--- src/hw/rtl/hvwn_pkg.sv ---
// package: item types, character codes and result bundle helper for the header value normalizer
package hvwn_pkg;

    localparam logic [7:0] CH_CR    = 8'h0D;
    localparam logic [7:0] CH_LF    = 8'h0A;
    localparam logic [7:0] CH_SP    = 8'h20;
    localparam logic [7:0] CH_TAB   = 8'h09;
    localparam logic [7:0] CH_COMMA = 8'h2C;

    localparam int QUEUE_DEPTH = 4;
    localparam int MAX_RES     = 3;

    typedef struct packed {
        logic [7:0] data_byte;
        logic       has_byte;
        logic       end_of_value;
        logic       end_of_field;
    } in_item_t;

    typedef struct packed {
        logic [7:0] out_byte;
        logic       out_valid;
        logic       field_done;
    } out_item_t;

    // all results caused by one input item, count is 0 to 3
    typedef struct packed {
        logic [1:0]                  count;
        out_item_t [MAX_RES-1:0]     res;
    } bundle_t;

    function automatic bundle_t add_res(bundle_t bdl, logic [7:0] b, logic v);
        bundle_t nb;
        nb = bdl;
        if (nb.count != 2'd3) begin
            nb.res[nb.count].out_byte   = b;
            nb.res[nb.count].out_valid  = v;
            nb.res[nb.count].field_done = 1'b0;
            nb.count                    = nb.count + 2'd1;
        end
        return nb;
    endfunction

endpackage

--- src/hw/rtl/hvwn_front.sv ---
// front end: accepts items, tracks value state and builds the result bundle per item
module hvwn_front import hvwn_pkg::*; (
    input  logic     aclk,
    input  logic     aresetn,
    input  logic     s_valid,
    output logic     s_ready,
    input  in_item_t s_item,
    input  logic     cfg_valid,
    input  logic     cfg_data,
    input  logic     q_full,
    output logic     push,
    output bundle_t  push_bundle
);

    logic join_reg, join_next;
    logic held_cr_reg, held_cr_next;
    logic held_space_reg, held_space_next;
    logic after_white_reg, after_white_next;
    logic inside_value_reg, inside_value_next;
    logic value_seen_reg, value_seen_next;
    logic accept;

    assign s_ready = !q_full;
    assign accept  = s_valid && s_ready;

    always_comb begin
        bundle_t    bdl;
        logic       hcr, hsp, aw, iv, vs, eov, eof, drop;
        logic [7:0] b;

        bdl  = '0;
        hcr  = held_cr_reg;
        hsp  = held_space_reg;
        aw   = after_white_reg;
        iv   = inside_value_reg;
        vs   = value_seen_reg;
        b    = s_item.data_byte;
        eof  = s_item.end_of_field;
        eov  = s_item.end_of_value || eof;
        drop = 1'b0;

        if (!(vs && !join_reg)) begin
            if (!iv) begin
                iv  = 1'b1;
                hcr = 1'b0;
                hsp = 1'b0;
                aw  = 1'b1;
                if (vs) begin
                    bdl = add_res(bdl, CH_COMMA, 1'b1);
                end
            end
            if (s_item.has_byte) begin
                if (hcr) begin
                    hcr = 1'b0;
                    if (b == CH_LF) begin
                        drop = 1'b1;
                    end else begin
                        if (hsp) begin
                            bdl = add_res(bdl, CH_SP, 1'b1);
                            hsp = 1'b0;
                        end
                        bdl = add_res(bdl, CH_CR, 1'b1);
                        aw  = 1'b0;
                    end
                end
                if (!drop) begin
                    if (b == CH_CR) begin
                        hcr = 1'b1;
                    end else if (b != CH_SP && b != CH_TAB) begin
                        if (hsp) begin
                            bdl = add_res(bdl, CH_SP, 1'b1);
                            hsp = 1'b0;
                        end
                        bdl = add_res(bdl, b, 1'b1);
                        aw  = 1'b0;
                    end else if (!aw) begin
                        aw  = 1'b1;
                        hsp = 1'b1;
                    end
                end
            end
            if (eov) begin
                // a cr left at value end goes out as an ordinary byte
                if (hcr) begin
                    hcr = 1'b0;
                    if (hsp) begin
                        bdl = add_res(bdl, CH_SP, 1'b1);
                    end
                    bdl = add_res(bdl, CH_CR, 1'b1);
                end
                hsp = 1'b0;
                aw  = 1'b1;
                iv  = 1'b0;
                vs  = 1'b1;
            end
        end

        if (eof) begin
            if (bdl.count == 2'd0) begin
                bdl = add_res(bdl, 8'h00, 1'b0);
            end
            bdl.res[bdl.count - 2'd1].field_done = 1'b1;
            hcr = 1'b0;
            hsp = 1'b0;
            aw  = 1'b1;
            iv  = 1'b0;
            vs  = 1'b0;
        end

        push_bundle       = bdl;
        held_cr_next      = hcr;
        held_space_next   = hsp;
        after_white_next  = aw;
        inside_value_next = iv;
        value_seen_next   = vs;
    end

    // items that cause no result are not queued
    assign push      = accept && (push_bundle.count != 2'd0);
    assign join_next = cfg_valid ? cfg_data : join_reg;

    always_ff @(posedge aclk) begin
        if (!aresetn) begin
            join_reg         <= 1'b1;
            held_cr_reg      <= 1'b0;
            held_space_reg   <= 1'b0;
            after_white_reg  <= 1'b1;
            inside_value_reg <= 1'b0;
            value_seen_reg   <= 1'b0;
        end else begin
            join_reg <= join_next;
            if (accept) begin
                held_cr_reg      <= held_cr_next;
                held_space_reg   <= held_space_next;
                after_white_reg  <= after_white_next;
                inside_value_reg <= inside_value_next;
                value_seen_reg   <= value_seen_next;
            end
        end
    end

endmodule

--- src/hw/rtl/hvwn_queue.sv ---
// queue of result bundles between front and back
module hvwn_queue import hvwn_pkg::*; #(
    parameter int DEPTH = QUEUE_DEPTH
) (
    input  logic    aclk,
    input  logic    aresetn,
    input  logic    push,
    input  bundle_t push_bundle,
    output logic    full,
    input  logic    pop,
    output bundle_t head,
    output logic    empty
);

    localparam int AW = (DEPTH > 1) ? $clog2(DEPTH) : 1;
    localparam int CW = $clog2(DEPTH + 1);
    localparam logic [AW-1:0] LAST = AW'(DEPTH - 1);

    bundle_t       mem [DEPTH];
    logic [AW-1:0] wr_ptr_reg, wr_ptr_next;
    logic [AW-1:0] rd_ptr_reg, rd_ptr_next;
    logic [CW-1:0] count_reg, count_next;
    logic          do_push, do_pop;

    assign full    = (count_reg == CW'(DEPTH));
    assign empty   = (count_reg == '0);
    assign do_push = push && !full;
    assign do_pop  = pop && !empty;
    assign head    = mem[rd_ptr_reg];

    always_comb begin
        wr_ptr_next = wr_ptr_reg;
        rd_ptr_next = rd_ptr_reg;
        count_next  = count_reg;
        if (do_push) begin
            wr_ptr_next = (wr_ptr_reg == LAST) ? '0 : wr_ptr_reg + AW'(1);
        end
        if (do_pop) begin
            rd_ptr_next = (rd_ptr_reg == LAST) ? '0 : rd_ptr_reg + AW'(1);
        end
        if (do_push && !do_pop) begin
            count_next = count_reg + CW'(1);
        end else if (do_pop && !do_push) begin
            count_next = count_reg - CW'(1);
        end
    end

    always_ff @(posedge aclk) begin
        if (do_push) begin
            mem[wr_ptr_reg] <= push_bundle;
        end
    end

    always_ff @(posedge aclk) begin
        if (!aresetn) begin
            wr_ptr_reg <= '0;
            rd_ptr_reg <= '0;
            count_reg  <= '0;
        end else begin
            wr_ptr_reg <= wr_ptr_next;
            rd_ptr_reg <= rd_ptr_next;
            count_reg  <= count_next;
        end
    end

endmodule

--- src/hw/rtl/hvwn_back.sv ---
// back end: sends queued results one per cycle while m_ready allows, via an output register
module hvwn_back import hvwn_pkg::*; (
    input  logic      aclk,
    input  logic      aresetn,
    input  bundle_t   head,
    input  logic      empty,
    output logic      pop,
    output logic      m_valid,
    input  logic      m_ready,
    output out_item_t m_item
);

    logic [1:0] idx_reg, idx_next;
    logic       m_valid_reg, m_valid_next;
    out_item_t  m_item_reg, m_item_next;
    logic       load, last;

    assign load = !empty && (!m_valid_reg || m_ready);
    assign last = (idx_reg == head.count - 2'd1);
    assign pop  = load && last;

    always_comb begin
        idx_next     = idx_reg;
        m_valid_next = m_valid_reg;
        m_item_next  = m_item_reg;
        if (load) begin
            m_item_next  = head.res[idx_reg];
            m_valid_next = 1'b1;
            idx_next     = last ? 2'd0 : idx_reg + 2'd1;
        end else if (m_ready) begin
            m_valid_next = 1'b0;
        end
    end

    always_ff @(posedge aclk) begin
        m_item_reg <= m_item_next;
    end

    always_ff @(posedge aclk) begin
        if (!aresetn) begin
            idx_reg     <= 2'd0;
            m_valid_reg <= 1'b0;
        end else begin
            idx_reg     <= idx_next;
            m_valid_reg <= m_valid_next;
        end
    end

    assign m_valid = m_valid_reg;
    assign m_item  = m_item_reg;

endmodule

--- src/hw/rtl/header_value_whitespace_normalizer.sv ---
// top level of the header value white-space normalizer
//
//  channel  direction  handshake              payload
//  s_       in         s_valid / s_ready      in_item_t   raw value bytes and end flags
//  m_       out        m_valid / m_ready      out_item_t  normalized bytes, end marker
//  cfg_     in         cfg_valid / cfg_ready  cfg_data    join_repeats
//
// one item accepted per cycle while the bundle queue has room; each item makes
// zero to three results, which leave one per cycle from the output register
// while m_ready is high
// the first result of an item passes through the bundle queue, then the output register
// reset (aresetn low, synchronous) empties the queue and sets join_repeats to 1
// a stalled output fills the queue, then s_ready drops; cfg_ready is always high
module header_value_whitespace_normalizer import hvwn_pkg::*; #(
    parameter int QDEPTH = QUEUE_DEPTH
) (
    input  logic      aclk,
    input  logic      aresetn,
    input  logic      s_valid,
    output logic      s_ready,
    input  in_item_t  s_item,
    output logic      m_valid,
    input  logic      m_ready,
    output out_item_t m_item,
    input  logic      cfg_valid,
    output logic      cfg_ready,
    input  logic      cfg_data
);

    logic    q_full, q_empty, push, pop;
    bundle_t push_bundle, head;

    assign cfg_ready = 1'b1;

    hvwn_front u_front (
        .aclk        (aclk),
        .aresetn     (aresetn),
        .s_valid     (s_valid),
        .s_ready     (s_ready),
        .s_item      (s_item),
        .cfg_valid   (cfg_valid),
        .cfg_data    (cfg_data),
        .q_full      (q_full),
        .push        (push),
        .push_bundle (push_bundle)
    );

    hvwn_queue #(
        .DEPTH (QDEPTH)
    ) u_queue (
        .aclk        (aclk),
        .aresetn     (aresetn),
        .push        (push),
        .push_bundle (push_bundle),
        .full        (q_full),
        .pop         (pop),
        .head        (head),
        .empty       (q_empty)
    );

    hvwn_back u_back (
        .aclk    (aclk),
        .aresetn (aresetn),
        .head    (head),
        .empty   (q_empty),
        .pop     (pop),
        .m_valid (m_valid),
        .m_ready (m_ready),
        .m_item  (m_item)
    );

endmodule

--- config.mk ---
export PLATFORM = sky130hd
export DESIGN_NAME = header_value_whitespace_normalizer
export DESIGN_NICKNAME = d
export VERILOG_FILES = /design/src/hw/rtl/hvwn_pkg.sv /design/src/hw/rtl/hvwn_front.sv /design/src/hw/rtl/hvwn_queue.sv /design/src/hw/rtl/hvwn_back.sv /design/src/hw/rtl/header_value_whitespace_normalizer.sv
export SDC_FILE = /design/constraint.sdc
export NUM_CORES = 1
export LEC_CHECK = 0
export BUFFER_PORTS_ARGS = -buffer_cell sky130_fd_sc_hd__buf_2
export CAP_MARGIN = 20
export CORE_ASPECT_RATIO = 0.9
export CORE_MARGIN = 2
export CORE_UTILIZATION = 50
export CTS_CLUSTER_DIAMETER = 100
export DETAILED_ROUTE_END_ITERATION = 8
export HOLD_SLACK_MARGIN = 0.05
export PLACE_DENSITY = 0.75
export SYNTH_ARGS = -nofsm -noshare
export SYNTH_HDL_FRONTEND = slang
export SYNTH_SLANG_ARGS = --single-unit
--- constraint.sdc ---
create_clock -name aclk -period 7.6 [get_ports aclk]
set_input_delay 0.76 -clock aclk [delete_from_list [all_inputs] [get_ports aclk]]
set_output_delay 0.76 -clock aclk [all_outputs]
set_load 0.005 [all_outputs]
# ---- Word level (Yosys, flattened, before mapping)
# Memory sizes are Yosys's and may differ from the RTL's. A register that Yosys moved wholly into a read port is not among the register bits.
# Index checks and enable logic that the tools add are counted.
dict set report word_totals {
  register_bits 26
  latch_bits 0
  ram_bits 128
  mem_bits_ro 0
  input_bits 17
  out_inout_bits 13
  wordCells 261
  memories 1
}
# memory words word_bits rd rd_clocked_by_memory_dff write_ports line_no
set mem_list {}
lappend mem_list {u_queue.mem 4 32 1 1 1 hvwn_queue.sv:19} ;# bundle_t mem [DEPTH];
dict set report op_classes {
  addsub 14
  n_mul 0
  div_mod_pow 0
  n_lt_le_gt_ge 17
  n_eq_ne 16
  shift 0
  muxes 165
  n_bitwise 0
  reduce_logical 34
}
# op count
set ops {}
lappend ops {{$mux W32} 39}
lappend ops {{$bwmux W30} 22}
lappend ops {{$demux W10 S2} 22}
lappend ops {{$mux W10} 8}
lappend ops {{$mux W1} 58}
lappend ops {{$mux W31} 1}
lappend ops {{$lt A2 B3 Y1 const B} 9}
lappend ops {{$mux W2} 12}
lappend ops {{$add A2 B1 Y2 const B} 10}
lappend ops {{$bmux W10 S2} 1}
lappend ops {{$logic_and A1 B1 Y1} 18}
lappend ops {{$eq A8 B4 Y1 const B} 2}
lappend ops {{$ge A2 B1 Y1 const B} 8}
lappend ops {{$ne A2 B2 Y1 const B} 8}
lappend ops {{$ne A8 B4 Y1 const B} 1}
lappend ops {{$ne A8 B6 Y1 const B} 1}
lappend ops {{$reduce_bool A2 Y1} 4}
lappend ops {{$logic_not A1 Y1} 6}
lappend ops {{$mux W3} 2}
lappend ops {{$eq A2 B2 Y1 const B} 2}
lappend ops {{$sub A2 B1 Y2 const B} 2}
lappend ops {{$add A3 B1 Y3 const B} 1}
lappend ops {{$eq A3 B3 Y1 const B} 1}
lappend ops {{$logic_not A3 Y1} 1}
lappend ops {{6 further kinds} 7}

# ---- Depth between registers and ports, before layout
# Gate-level depths: netlist of the first run.
dict set report logic_depth {
  ltp_word 102
  ltp_mapped 12
  depth_no_buf 11
}

# ---- Hierarchy
# A second synthesis of the first run with hierarchy kept.
dict set report unflattened {
  hier_cells 448
  hier_area_um2 6935.4
}
# mod n_inst cells_per_inst area_per_inst_um2 seq_area_each_um2
set modules_own_cells {}
lappend modules_own_cells {hvwn_queue 1 218 5138.7 4023.9}
lappend modules_own_cells {hvwn_front 1 163 1098.6 120.1}
lappend modules_own_cells {hvwn_back 1 65 686.9 360.3}
lappend modules_own_cells {header_value_whitespace_normalizer 1 2 11.3 0.0}

# ---- Least setup slack after synthesis of the first run
# Ideal clock, no wire load.
dict set report synth_timing {
  path_type {input to register}
  start {in s_item[4] in the netlist's numbering}
  end {reg u_queue.count_reg[2]}
  setup_ns 0.076
  t_arrival_ns 3.286
  t_required_ns 7.524
  path_slack_ns 4.238
  stages 12
  n_path_buf 1
  path_cell_list {buf_2 > nor4_2 > o21ai_4 > a2bb2oi_2 > nor2_4 > a31oi_4 > ha_1 > inv_1 > fa_1 > xor2_1 > or3_1 > a21boi_0}
}
dict set report synth_between {
  elab_chain_len 42
}
# item line_no
set synth_rtl {}
lappend synth_rtl {{from (decl)} header_value_whitespace_normalizer.sv:21} ;# input in_item_t s_item,
lappend synth_rtl {{$eq A8 B4 Y1} hvwn_front.sv:55} ;# if (b == CH_LF) begin
lappend synth_rtl {{$mux W32} hvwn_front.sv:55}
lappend synth_rtl {{$mux W32} hvwn_front.sv:53} ;# if (hcr) begin
lappend synth_rtl {{$mux W32} hvwn_front.sv:52} ;# if (s_item.has_byte) begin
lappend synth_rtl {{$mux W32} hvwn_front.sv:42} ;# if (!(vs && !join_reg)) begin
lappend synth_rtl {{$add A2 B1 Y2 / $ne A2 B2 Y1 (equally long branches)} {hvwn_pkg.sv:39, hvwn_pkg.sv:35}}
lappend synth_rtl {{$mux W32} hvwn_pkg.sv:35} ;# if (nb.count != 2'd3) begin
lappend synth_rtl {{$mux W32} hvwn_front.sv:70} ;# if (hsp) begin
lappend synth_rtl {{[27 not listed]} n/a}
lappend synth_rtl {{$mux W32 (*)} hvwn_front.sv:98} ;# if (eof) begin
lappend synth_rtl {{$reduce_bool A2 Y1 (*)} hvwn_front.sv:119} ;# assign push = accept && (push_bundle.count != 2'd0);
lappend synth_rtl {{$logic_and A1 B1 Y1 (*)} hvwn_front.sv:119}
lappend synth_rtl {{$logic_and A1 B1 Y1 (*)} hvwn_queue.sv:27} ;# assign do_push = push && !full;
lappend synth_rtl {{named net u_queue.do_push} hvwn_queue.sv:23} ;# logic do_push, do_pop;
lappend synth_rtl {{$logic_not A1 Y1} hvwn_queue.sv:43} ;# end else if (do_pop && !do_push) begin
lappend synth_rtl {{$logic_and A1 B1 Y1} hvwn_queue.sv:43}
lappend synth_rtl {{$reduce_bool A2 Y1 (no source line)} n/a}
lappend synth_rtl {{to (signal assigned)} hvwn_queue.sv:62} ;# count_reg <= count_next;
lappend synth_rtl {{to (decl)} hvwn_queue.sv:22} ;# logic [CW-1:0] count_reg, count_next;
# The timed path passes the listed nets; every way through them passes the cells marked *. The select of a mux whose other input is x is not followed.
# A chain may end at the register's enable or synchronous reset.

# ---- Worst setup path after layout of the first run
dict set report layout_timing {
  start {reg u_front.inside_value_reg}
  end {reg u_queue.count_reg[2]}
}
dict set report layout_between {
  elab_chain_len 52
}
# item line_no
set layout_rtl {}
lappend layout_rtl {{from (decl)} hvwn_front.sv:19} ;# logic inside_value_reg, inside_value_next;
lappend layout_rtl {{from (signal assigned)} hvwn_front.sv:136} ;# inside_value_reg <= inside_value_next;
lappend layout_rtl {{$mux W32} hvwn_front.sv:43} ;# if (!iv) begin
lappend layout_rtl {{$mux W32} hvwn_front.sv:42}
lappend layout_rtl {{$add A2 B1 Y2 / $ne A2 B2 Y1 (equally long branches)} {hvwn_pkg.sv:39, hvwn_pkg.sv:35}}
lappend layout_rtl {{$mux W32} hvwn_pkg.sv:35}
lappend layout_rtl {{$mux W32} hvwn_front.sv:58} ;# if (hsp) begin
lappend layout_rtl {{$mux W32} hvwn_front.sv:55}
lappend layout_rtl {{$mux W32} hvwn_front.sv:53}
lappend layout_rtl {{$mux W32} hvwn_front.sv:52}
lappend layout_rtl {{[37 not listed]} n/a}
lappend layout_rtl {{$mux W32 (*)} hvwn_front.sv:98}
lappend layout_rtl {{$reduce_bool A2 Y1 (*)} hvwn_front.sv:119}
lappend layout_rtl {{$logic_and A1 B1 Y1 (*)} hvwn_front.sv:119}
lappend layout_rtl {{$logic_and A1 B1 Y1 (*)} hvwn_queue.sv:27}
lappend layout_rtl {{named net u_queue.do_push} hvwn_queue.sv:23}
lappend layout_rtl {{$logic_not A1 Y1} hvwn_queue.sv:43}
lappend layout_rtl {{$logic_and A1 B1 Y1} hvwn_queue.sv:43}
lappend layout_rtl {{$reduce_bool A2 Y1 (no source line)} n/a}
# Marked as above.

==> results of run 1 <==
## worst paths after layout
check	slack [ps]	endpoint	cells after the start	start
max	4190	u_queue.count_reg[2]$_SDFFE_PN0P_	11	u_front.inside_value_reg$_SDFFE_PN0P_
min	470	u_back.m_valid$_SDFFE_PN0P_	2	u_back.m_valid$_SDFFE_PN0P_
max reg2reg	4190	u_queue.count_reg[2]$_SDFFE_PN0P_	11	u_front.inside_value_reg$_SDFFE_PN0P_
min reg2reg	470	u_back.m_valid$_SDFFE_PN0P_	2	u_back.m_valid$_SDFFE_PN0P_
## power breakdown
part / total (uW) / internal, uW / switching [uW]
clock: 811 / 482 / 328
sequential: 1130 / 1070 / 63.4
combinational: 540 / 252 / 287
total: 2490 / 1810 / 679
## area by class of cell
cell class / instances / area share, %
Inverter: 17 / 0.820
Clock inverter: 14 / 1.85
Sequential cell: 156 / 57.9
Tap cell: 168 / 2.70
Timing Repair Buffer: 34 / 2.38
Clock buffer: 18 / 5.51
Multi-Input combinational cell: 259 / 28.8
## tightest hold or removal path, stage by stage, from the launching register on
cell and delay (ps):
dfxtp_1 320, nand2_1 50, a21boi_0 60
## synth_stat cells, types with 4 or more instances
cell type / count / area, sq um
nand2b_1: 6 / 37.5
buf_2: 5 / 25.0
dfxtp_1: 18 / 360
o22ai_1: 11 / 68.8
clkbuf_1: 13 / 48.8
a21boi_0: 4 / 30.0
nor2b_1: 7 / 43.8
a21oi_1: 25 / 125
nand3_1: 10 / 50.1
nand2_1: 30 / 113
edfxtp_1: 138 / 4140
nor3_1: 5 / 25.0
ha_1: 6 / 75.1
o21ai_0: 10 / 50.1
nor2_1: 28 / 105
inv_1: 17 / 63.8
mux2i_1: 15 / 150
a31oi_1: 5 / 31.3
o21ai_1: 6 / 30.0
mux4_2: 32 / 721
and2_1: 7 / 43.8
## cells by family (layout without fill, tap and decap cells)
group                      Yosys count  after routing  synth area share (%)
DFF                                156            156                  65.1
and+or+nand+nor                    116            116                  9.30
AOI/OAI and AO/OA                   83             83                  8.48
muxes                               47             47                  12.6
buffers and inverters               40             83                  2.44
adders and majority gates            7              7                  1.37
xor gates and xnor gates             5              5                 0.633
other                                1              1                0.0542
## per-stage QoR
step | worst slack [ps] | hold WS, ps | utilization [%] | instance area, sq um | total power, uW
2_1_floorplan | 4240 | 455 | - | 6920 | 1530
3_3_place_gp | 3930 | 456 | 53.8 | 7210 | 1680
3_5_place_dp | 3860 | 470 | 53.8 | 7210 | 1700
4_1_cts | 4180 | 478 | 58.0 | 7780 | 2510
5_1_grt | 3830 | 495 | 58.0 | 7780 | 2600
6_report | 4190 | 472 | 58.0 | 7780 | 2490
## layer usage
layer | wire length, microns | global-route usage, % | up-vias
met3 | 702 | 4.66 | 20
li1 | - | - | 1834
met5 | 0 | 0 | -
met4 | 216 | 6.96 | 0
met1 | 6070 | 26.7 | 2027
met2 | 6720 | 33.0 | 118
==> results.json, run 1 <==
{
  "syn_area_sq_mm": 0.00692,
  "syn_to_final_growth_pct": 12.5,
  "worstSkewPairLatency_ps": 420,
  "antenna_found_initial": 0,
  "cp-end-kind": "flip-flop",
  "wl_per_cell_microns": 20.6,
  "async_reset_ff_share_pct": 0,
  "finClkSkew_ps": 9.55,
  "die_area_sq_mm": 0.0148,
  "slowest_stage": "dfxtp_1",
  "ys_seq_area_share_pct": 65.1,
  "drtPass1Iterations": 4,
  "ant_nets": 0,
  "synth-warning-count": 0,
  "nets": 509,
  "synth-edff-count": 138,
  "mostFrequentLayoutCell": "edfxtp_1",
  "core-area_sq_mm": 0.0134,
  "final.fill_count": 1050,
  "relSlewSlack_pct": 36.1,
  "numCtsBuffers": 17,
  "hold_path_class": "reg2reg",
  "run_status": "finished, final reports clean",
  "die_h_microns": 116,
  "initial_core_util_pct": 51.6,
  "ir_worst_vdd_v": 0.000151,
  "grt-ovfl-total": 0,
  "avgSynthCellArea_sq_um": 15.2,
  "cts_resized": 0,
  "die_w_microns": 128,
  "cts_buffer_depth": 2,
  "htreeDepth": 4,
  "ys_seq_elements": 156,
  "arrival_ps": 3750,
  "drt-total-wl_microns": 13700,
  "synthesis.nets": 479,
  "row_count": 40,
  "p_leak_uw": 0.00262,
  "seq_area_sq_mm": 0.00451,
  "grt_max_degree": 33,
  "fin_tns_setup_ps": 0,
  "fin_crit_sh_pct": 44.8,
  "clkTransAtPathRegs_ps": 60,
  "cts_hold_buf": 0,
  "synth_cell_types": 63,
  "viasPerCell": 6.00,
  "worstPathCellList": "nand2_1 > a2111oi_2 > a2bb2oi_2 > nor2_4 > a31oi_4 > ha_1 > inv_1 > fa_1 > xor2_1 > or3_1 > a21boi_0",
  "grt_pass1_wl_microns": 21800,
  "final-hold-violation-count": 0,
  "rsz0062_at_grt": "no",
  "grt_pass1_vias": 4059,
  "vias": 3999,
  "tightestPinTransition_ps": 957,
  "most-common-layout-cells": "138 x edfxtp_1, 32 x mux4_2, 30 x nand2_1",
  "path_max_fanout": 17,
  "drt-initial-drc-count": 445,
  "ctsRootBufferMaster": "clkbuf_16",
  "io_pins": 30,
  "largest_reg_flops": 128,
  "critical_path_class": "reg2reg",
  "drive_gt1_share_pct": 23.5,
  "cp.required_ps": 7940,
  "dp.cells": 634,
  "drc": 0,
  "place.gp.congestion": 0.887,
  "syn_inst": 455,
  "fin_cells": 666,
  "slowest_delay_ps": 620,
  "period_needed_ps": 3410,
  "diodes": 0,
  "cts_tree": "yes",
  "cts_sinks": 156,
  "critPathLaunchType": "flip-flop",
  "setup_violations": 0,
  "postCtsSetupRepairBufs": 0,
  "path_buf_inv": 1,
  "drv_slew": 0,
  "maxCapViolations": 0,
  "crit_family": "compound AO/OA/AOI/OAI gates",
  "fmax_ghz": 0.294,
  "powerDensity_mw_per_mm2": 319,
  "grt_usage_pct": 20.0,
  "multiInputGateArea_sq_mm": 0.00224,
  "hpwl_microns": 8680,
  "ys.flop_type": "edfxtp_1",
  "io_buffers": 28
}
(Power assumes the default switching activity.)
==> run 2, diff against run 1 <==
Settings changed: PLACE_DENSITY 0.75 to 0.77.
Clock period 7.6 ns to 3.1 ns, I/O delays scaled along.
==> results.json, run 2 (synthesis results as in run 1) <==
{
  "run_status": "finished, final reports clean",
  "period_needed_ps": 2880,
  "grt-ovfl-total": 0,
  "initial_core_util_pct": 51.6,
  "cts_buffer_depth": 2,
  "rsz0062_at_grt": "no",
  "maxCapViolations": 0,
  "ant_nets": 0,
  "ir_worst_vdd_v": 0.000387,
  "final-hold-violation-count": 0,
  "wl_met1_microns": 6060,
  "setup_violations": 0,
  "drt-total-wl_microns": 13500,
  "largest_reg_flops": 128,
  "mostFrequentLayoutCell": "edfxtp_1",
  "fin_tns_setup_ps": 0,
  "min_from": "cfg_data",
  "diodes": 0,
  "cp.required_ps": 3430,
  "drive_gt1_share_pct": 26.0,
  "powerDensity_mw_per_mm2": 764,
  "p_leak_uw": 0.00269,
  "grt_usage_pct": 19.6,
  "clkTransAtPathRegs_ps": 60,
  "arrival_ps": 3200,
  "holdPathEnd": "u_front.join_reg$_SDFFE_PN1P_",
  "htreeDepth": 4,
  "rrSetupSlack_ps": 220,
  "fin_crit_sh_pct": 92.8,
  "postCtsSetupRepairBufs": 0,
  "drtPass1Iterations": 5,
  "r2r-end": "u_queue.count_reg[2]$_SDFFE_PN0P_",
  "numCtsBuffers": 17,
  "tightestPinTransition_ps": 661,
  "path_max_fanout": 11,
  "antenna_found_initial": 0,
  "grt_pass1_wl_microns": 21500,
  "hpwl_microns": 8900,
  "wl_per_cell_microns": 19.9,
  "core-area_sq_mm": 0.0134,
  "viasPerCell": 5.99,
  "drt-initial-drc-count": 512,
  "dr_wl_met2_microns": 6470,
  "regToRegStartpoint": "u_front.inside_value_reg$_SDFFE_PN0P_",
  "cp-end-kind": "flip-flop",
  "pre_cts_ws_ps": 8.66,
  "r2r.worst_path.cells": 12,
  "grt_pass1_vias": 4016,
  "drc": 0,
  "ctsRootBufferMaster": "clkbuf_16",
  "seq_area_sq_mm": 0.00451,
  "cts_hold_buf": 0,
  "most-common-layout-cells": "138 x edfxtp_1, 32 x mux4_2, 30 x nand2_1",
  "hold_depth": 3,
  "critPathLaunchType": "flip-flop",
  "dr_wl_met3_microns": 814,
  "io_buffers": 28,
  "syn_to_final_growth_pct": 14.5,
  "final_util_pct": 59.0,
  "drv_slew": 0,
  "die_h_microns": 116,
  "critical_path_class": "reg2reg",
  "fmax_ghz": 0.348,
  "relSlewSlack_pct": 55.7,
  "die_area_sq_mm": 0.0148,
  "grt_max_degree": 33,
  "vias": 4069,
  "setup_slack_ps": 223,
  "cts_tree": "yes",
  "place.gp.congestion": 0.859,
  "multiInputGateArea_sq_mm": 0.00226,
  "final.fill_count": 1012,
  "top_layer": "met4",
  "die_w_microns": 128,
  "worstSkewPairLatency_ps": 410,
  "io_pins": 30,
  "hold_path_class": "in2reg",
  "finClkSkew_ps": 9.60,
  "nets": 522,
  "cts_sinks": 156,
  "row_count": 40
}
run 2: where the power goes:
group / internal (uW) / switching [uW] / total, uW
Clock: 1100 / 806 / 1910
Sequential: 2620 / 95.5 / 2720
Combinational: 660 / 763 / 1420
run 2: timing repair:
action	CTS	global route
setup endpoints to repair	0	1
gates resized for setup	0	4
endpoints found under the hold margin	0	0
run 2: how the worst max path moves through the flow:
stage                                              endpoint                                  start  depth (start not counted)
after floorplan           u_queue.count_reg[2]$_SDFFE_PN0P_                              s_item[4]                         12
after global placement    u_queue.count_reg[2]$_SDFFE_PN0P_                              s_item[8]                         12
after detailed placement  u_queue.count_reg[2]$_SDFFE_PN0P_                              s_item[8]                         12
after CTS                 u_queue.count_reg[2]$_SDFFE_PN0P_       u_front.held_cr_reg$_SDFFE_PN0P_                         11
after global routing      u_queue.count_reg[2]$_SDFFE_PN0P_       u_front.held_cr_reg$_SDFFE_PN0P_                         11
final                     u_queue.count_reg[2]$_SDFFE_PN0P_  u_front.inside_value_reg$_SDFFE_PN0P_                         12
run 2: per-layer routing:
metal / vias up / GRT usage, %
li1: 1858 / -
met1: 2064 / 26.7
met2: 130 / 31.3
met3: 17 / 5.59
met4: 0 / 6.01
met5: - / 0
run 2: layout make-up:
class | count | share of cell area (%)
clock inverters | 14 | 1.50
repair buffers | 47 | 4.20
multi-input cells | 259 | 28.5
inverters | 17 | 0.806
clock buffers | 18 | 5.42
flip-flops and latches | 156 | 56.9
well taps | 168 | 2.65
run 2: critical path, stage by stage (launching register included):
cell and delay, ps:
dfxtp_2 350, buf_4 170, and2_1 180, nand4_1 140
o2111a_4 320, nor2_8 70, a31oi_4 190, ha_1 200
inv_1 70, fa_1 430, xor2_1 170, or3_1 290
a21boi_0 200
run 2: stage by stage:
stage | instances | hold WS (ps) | power (uW) | cell area, sq um
6_report | 679 | 113 | 6050 | 7920
5_1_grt | 679 | 115 | 6350 | 7920
4_1_cts | 679 | 106 | 6110 | 7900
3_5_place_dp | 647 | 477 | 4210 | 7360
3_3_place_gp | 647 | 460 | 4150 | 7360
2_1_floorplan | 455 | 438 | 3760 | 6920
